<file path="src/hdl/tkd_pkg.sv">
// Package for the trie key dictionary: shared types, codes and the symbol mapping.
`default_nettype none
package tkd_pkg;

  // Operation codes carried in the input tuser.
  localparam logic [1:0] OP_INSERT = 2'd0;
  localparam logic [1:0] OP_LOOKUP = 2'd1;
  localparam logic [1:0] OP_REMOVE = 2'd2;

  // Character bytes index a table of this size; anything at or above it is invalid.
  localparam int CHAR_TABLE_SIZE = 128;

  // Raw symbol index returned for a byte outside the identifier alphabet.
  localparam logic [6:0] SYM_NONE = 7'd127;

  // Commands from the controller to the datapath.
  typedef struct packed {
    logic clear;    // clearing pass active
    logic accept;   // an input transfer completes this cycle
    logic resolve;  // resolve the child link read for the held item
    logic finish;   // produce the result of a finished key
  } tkd_cmd_t;

  // Status from the datapath to the controller.
  typedef struct packed {
    logic clear_done;  // final entry of the clearing pass is written this cycle
    logic last;        // the held item ends its key
    logic out_free;    // the result register can take a new result
  } tkd_status_t;

  // Position of a byte in the sorted alphabet 0-9, A-Z, _, a-z, or SYM_NONE.
  function automatic logic [6:0] sym_raw(input logic [6:0] c);
    logic [6:0] r;
    r = SYM_NONE;
    if (c >= 7'd48 && c <= 7'd57) begin
      r = c - 7'd48;
    end else if (c >= 7'd65 && c <= 7'd90) begin
      r = c - 7'd55;
    end else if (c == 7'd95) begin
      r = 7'd36;
    end else if (c >= 7'd97 && c <= 7'd122) begin
      r = c - 7'd60;
    end
    return r;
  endfunction

endpackage
`default_nettype wire

</file>
<file path="src/hdl/tkd_ctrl.sv">
// Controller state machine of the trie key dictionary.
`default_nettype none
module tkd_ctrl
  import tkd_pkg::*;
(
  input  wire logic        clk,
  input  wire logic        rst,
  input  wire logic        in_valid,
  output logic             in_ready,
  input  tkd_status_t      status,
  output tkd_cmd_t         cmd
);

  typedef enum logic [1:0] {
    ST_CLEAR,
    ST_IDLE,
    ST_CHECK,
    ST_FINISH
  } state_t;

  state_t state;

  always_comb begin
    cmd.clear   = (state == ST_CLEAR);
    cmd.accept  = in_valid && in_ready;
    cmd.resolve = (state == ST_CHECK);
    cmd.finish  = (state == ST_FINISH);
  end

  always_ff @(posedge clk) begin
    if (rst) begin
      state    <= ST_CLEAR;
      in_ready <= 1'b0;
    end else begin
      unique case (state)
        ST_CLEAR: begin
          if (status.clear_done) begin
            state    <= ST_IDLE;
            in_ready <= 1'b1;
          end
        end
        ST_IDLE: begin
          if (in_valid && in_ready) begin
            state    <= ST_CHECK;
            in_ready <= 1'b0;
          end
        end
        ST_CHECK: begin
          if (status.last) begin
            state <= ST_FINISH;
          end else begin
            state    <= ST_IDLE;
            in_ready <= 1'b1;
          end
        end
        ST_FINISH: begin
          if (status.out_free) begin
            state    <= ST_IDLE;
            in_ready <= 1'b1;
          end
        end
        default: begin
          state    <= ST_CLEAR;
          in_ready <= 1'b0;
        end
      endcase
    end
  end

endmodule
`default_nettype wire

</file>
<file path="config.mk">
export PLATFORM = sky130hd
export DESIGN_NAME = tkd_ctrl
export DESIGN_NICKNAME = d
export VERILOG_FILES = /design/src/hdl/tkd_pkg.sv /design/src/hdl/tkd_ctrl.sv
export SDC_FILE = /design/constraint.sdc
export NUM_CORES = 1
export LEC_CHECK = 0
export BUFFER_PORTS_ARGS = -buffer_cell sky130_fd_sc_hd__buf_2
export CAP_MARGIN = 5
export CELL_PAD_IN_SITES_DETAIL_PLACEMENT = 0
export CELL_PAD_IN_SITES_GLOBAL_PLACEMENT = 2
export CORE_AREA = 2 2 39 41
export CTS_CLUSTER_SIZE = 8
export DETAILED_ROUTE_END_ITERATION = 7
export DIE_AREA = 0 0 41 43
export GPL_TIMING_DRIVEN = 0
export HOLD_SLACK_MARGIN = 0.02
export PLACE_DENSITY = 0.6
export SETUP_SLACK_MARGIN = 0.02
export SLEW_MARGIN = 30
export SYNTH_ARGS = -nofsm -noshare
export SYNTH_HDL_FRONTEND = slang
export SYNTH_SLANG_ARGS = --single-unit
</file>
<file path="constraint.sdc">
create_clock -name clk -period 3.4 [get_ports clk]
set_clock_uncertainty 0.2 [all_clocks]
set_input_delay 0.68 -clock clk [delete_from_list [all_inputs] [get_ports clk]]
set_output_delay 0.68 -clock clk [all_outputs]
set_load 0.1 [all_outputs]
</file>
**Yosys cells after proc, flatten, opt, wreduce, memory -nomap -nowiden**

Cells that the tools add are included.

- Output and inout port bits: 5
- Bits of input ports: 6
- Register bits: 3
- Word-level logic and storage cells: 23

- Reductions and logical operators: 4
- Muxes and demuxes: 10
- Equality and inequality tests: 7

Operator list:

| kind | count |
|---|---|
| 2-bit 2-to-1 mux | 4 |
| 2-bit != test, second input constant | 4 |
| 2-bit one-hot mux with 4 select lines | 1 |
| 2-bit equality test, second input constant | 2 |
| 1-bit 2-to-1 mux | 4 |
| 1-bit one-hot mux with 4 select lines | 1 |
| 4-bit AND reduction | 1 |
| 3-bit AND reduction | 1 |
| 2-bit by 1-bit equality test with 1-bit output, second input constant | 1 |
| 2-bit zero test | 1 |
| 1-bit logical AND | 1 |

**Logic depth before layout (Yosys ltp)**

- Word-level depth: 3
- Gate-level depth with buffers: 5

**Worst setup path after synthesis**

Ideal clock, no wire load.

- Path type: reg2out
- Start: register in_ready
- End: output cmd[2] (netlist bit)
- Slack: 1.073 ns
- Buffers on the path: 0
- Data arrival time: 1.447 ns
- Cell stages (with the launch flop): 2
- Data required time: 2.520 ns
- Cell sequence: dfxtp_1 > and2_4

RTL lines:

| element | line | text |
|---|---|---|
| from (decl) | tkd_ctrl.sv:9 | `output logic in_ready,` |
| from (signal assigned) | tkd_ctrl.sv:33 | `in_ready <= 1'b0;` |
| from (signal assigned) | tkd_ctrl.sv:39 | `in_ready <= 1'b1;` |
| from (signal assigned) | tkd_ctrl.sv:45 | `in_ready <= 1'b0;` |
| to (decl) | tkd_ctrl.sv:11 | `output tkd_cmd_t cmd` |

==> impl_metrics.env <==
export IMPL_dp_slack_ns=1.18
export IMPL_h_tree_depth=1
export IMPL_max_slew_margin=0.678
export IMPL_slew_violations=0
export IMPL_gp_congestion=0.704
export IMPL_grt_max_degree=6
export IMPL_critPathRequiredTime_ns=2.52
export IMPL_antenna_left=0
export IMPL_netlist_instances=26
export IMPL_crit_top_cell="buf_2"
export IMPL_crit_family="buffers and inverters"
export IMPL_io_buffers=10
export IMPL_cts_tree="built"
export IMPL_max_cap_violations=0
export IMPL_critical_path_class="in2out"
export IMPL_antenna_found_initial=0
export IMPL_tns_ns=0
export IMPL_layout_drive_gt1_share=0.475
export IMPL_syn_num_nets=36
export IMPL_design_core_area_sq_mm=0.00138
export IMPL_critical_path_max_fanout=3
export IMPL_postCtsSetupRepairBufs=0
export IMPL_grt_usage=0.0681
export IMPL_clock_latency_ns=0.23
export IMPL_synth_area_sq_um=259
export IMPL_arrival_ns=1.33
export IMPL_fp_dieH_um=43
export IMPL_period_share=0.651
export IMPL_start_util=0.187
export IMPL_rsz0062_at_grt="false"
export IMPL_synth_distinct_cells=15
export IMPL_finalWorstSetupSlack_ns=1.19
export IMPL_cts_root_buffer="clkbuf_4"
export IMPL_powerDensity_mw_per_mm2=556
export IMPL_cts_made_buffers=3
export IMPL_crit_slowest_cell="buf_2"
export IMPL_vias=212
export IMPL_firstDrtPassIters=2
export IMPL_total_leakage_power_nw=0.181
export IMPL_vias_per_cell=3.79
export IMPL_globalRouteOverflowTotal=0
export IMPL_antenna_cells=0
export IMPL_clkSinkCount=3
export IMPL_grt_pass1_vias=211
export IMPL_worst_pin_slew_ns=0.486
export IMPL_max_freq_mhz=452
export IMPL_setup_viol=0
export IMPL_worst_path_largest_cell_delay_ns=0.42
export IMPL_path_buf_inv=2
export IMPL_dieArea_sq_mm=0.00176
export IMPL_start_kind="primary input"
export IMPL_rows=14
export IMPL_postCtsHoldBufs=0
export IMPL_crit_chain="buf_2 > and2_4 > buf_2"
export IMPL_die_x_um=41
export IMPL_fin_crit_ns=2.21
export IMPL_whs_ns=0.296
export IMPL_wl_per_cell_um=8.98
export IMPL_ir_worst_vdd_mv=0.202
export IMPL_drt_initial_drc_count=2
export IMPL_clk_pin_slew_ns=0.04
export IMPL_hold_viol=0
export IMPL_yosys_register_bits=3
export IMPL_wl_um=503
export IMPL_synth_area_per_cell_sq_um=9.96
export IMPL_grt_pass1_wl_um=772
export IMPL_ios=11
export IMPL_ctsLongestPathBuffers=2
export IMPL_yosysSeqAreaShare=0.232
export IMPL_route_detailed_drc=0
export IMPL_cts_resized_gates=0
export IMPL_hp_class="reg2reg"
export IMPL_status="finished clean"
export IMPL_area_growth_pct=37.2
export IMPL_yosys_warnings=0
export IMPL_nNetsFinal=51
export IMPL_worstSetupEndpointType="primary output"
==> final timing paths <==
| path | from | end | slack, ns | depth (start not counted) |
|---|---|---|---|---|
| min | in_ready | in_ready | 0.30 | 2 |
| max reg2reg | state[1] | in_ready | 2.01 | 5 |
| max | in_valid | cmd[2] | 1.19 | 3 |
| min reg2reg | in_ready | in_ready | 0.30 | 2 |
==> where the power goes <==
group,internal [W],leakage [nW],switching (W)
Combinational,0.0000243,0.142,0.0000686
Sequential,0.0000402,0.0248,0.00000349
Clock,0.0000439,0.0150,0.0000171
==> cell type report <==
type                    instances  area [sq um]
repair buffers                 10          50.0
flip-flops and latches          3          60.1
well taps                      16          20.0
inverters                       5          18.8
multi-input cells              18           180
fillers                       158          1030
clock buffers                   4          26.3
==> cells by family (layout without fill, tap and decap cells) <==
group | after synthesis | count (layout) | synth area share
compound gates | 5 | 5 | 0.198
fa+ha+maj | 4 | 4 | 0.193
buf+inv | 5 | 19 | 0.0725
flops | 3 | 3 | 0.232
mux | 1 | 1 | 0.0386
simple gates | 8 | 8 | 0.266
==> tightest hold or removal path, stage by stage, from the launching register on <==
cell,delay (ns)
dfxtp_1,0.30
inv_1,0.06
o32ai_2,0.08
==> metrics by stage <==
stage | util | cell area, sq um | power (W) | std cells
floorplan | - | 259 | 0.000125 | 26
global placement | 0.238 | 329 | 0.000138 | 52
detailed placement | 0.238 | 329 | 0.000137 | 52
CTS | 0.257 | 355 | 0.000202 | 56
global route | 0.257 | 355 | 0.000209 | 56
finish | 0.257 | 355 | 0.000198 | 56
==> metal layers <==
| metal | track usage | vias up | part of all wire |
|---|---|---|---|
| met1 | 0.0669 | 90 | 0.44 |
| met5 | 0 | - | 0 |
| met4 | 0.0400 | 0 | 0 |
| met2 | 0.100 | 5 | 0.48 |
| li1 | - | 117 | - |
| met3 | 0.0471 | 0 | 0.080 |
==> cell usage after synthesis <==
cell type	instances	share of area
a31o_1	1	0.034
a211o_1	1	0.034
ha_1	4	0.19
dfxtp_1	3	0.23
o211ai_2	1	0.048
nand3_1	1	0.019
nand2_1	1	0.014
nand2b_4	2	0.11
nand2b_1	2	0.048
inv_1	5	0.072
o32ai_2	1	0.063
mux2i_1	1	0.039
a21oi_1	1	0.019
and2_4	1	0.034
and4_4	1	0.043
==> flip-flops by register name, indices dropped and copies added, names as in the netlist <==
signal,count
state,2
in_ready,1
==> placed cells by master, fill, tap and decap left out, drive strengths merged <==
master,count
and4,1
dfxtp,3
nand3,1
nand2b,4
mux2i,1
inv,5
a21oi,1
o32ai,1
nand2,1
o211ai,1
clkbuf,4
a31o,1
buf,10
and2,1
a211o,1
ha,4
No activity file was read; power rests on OpenSTA's default activity.
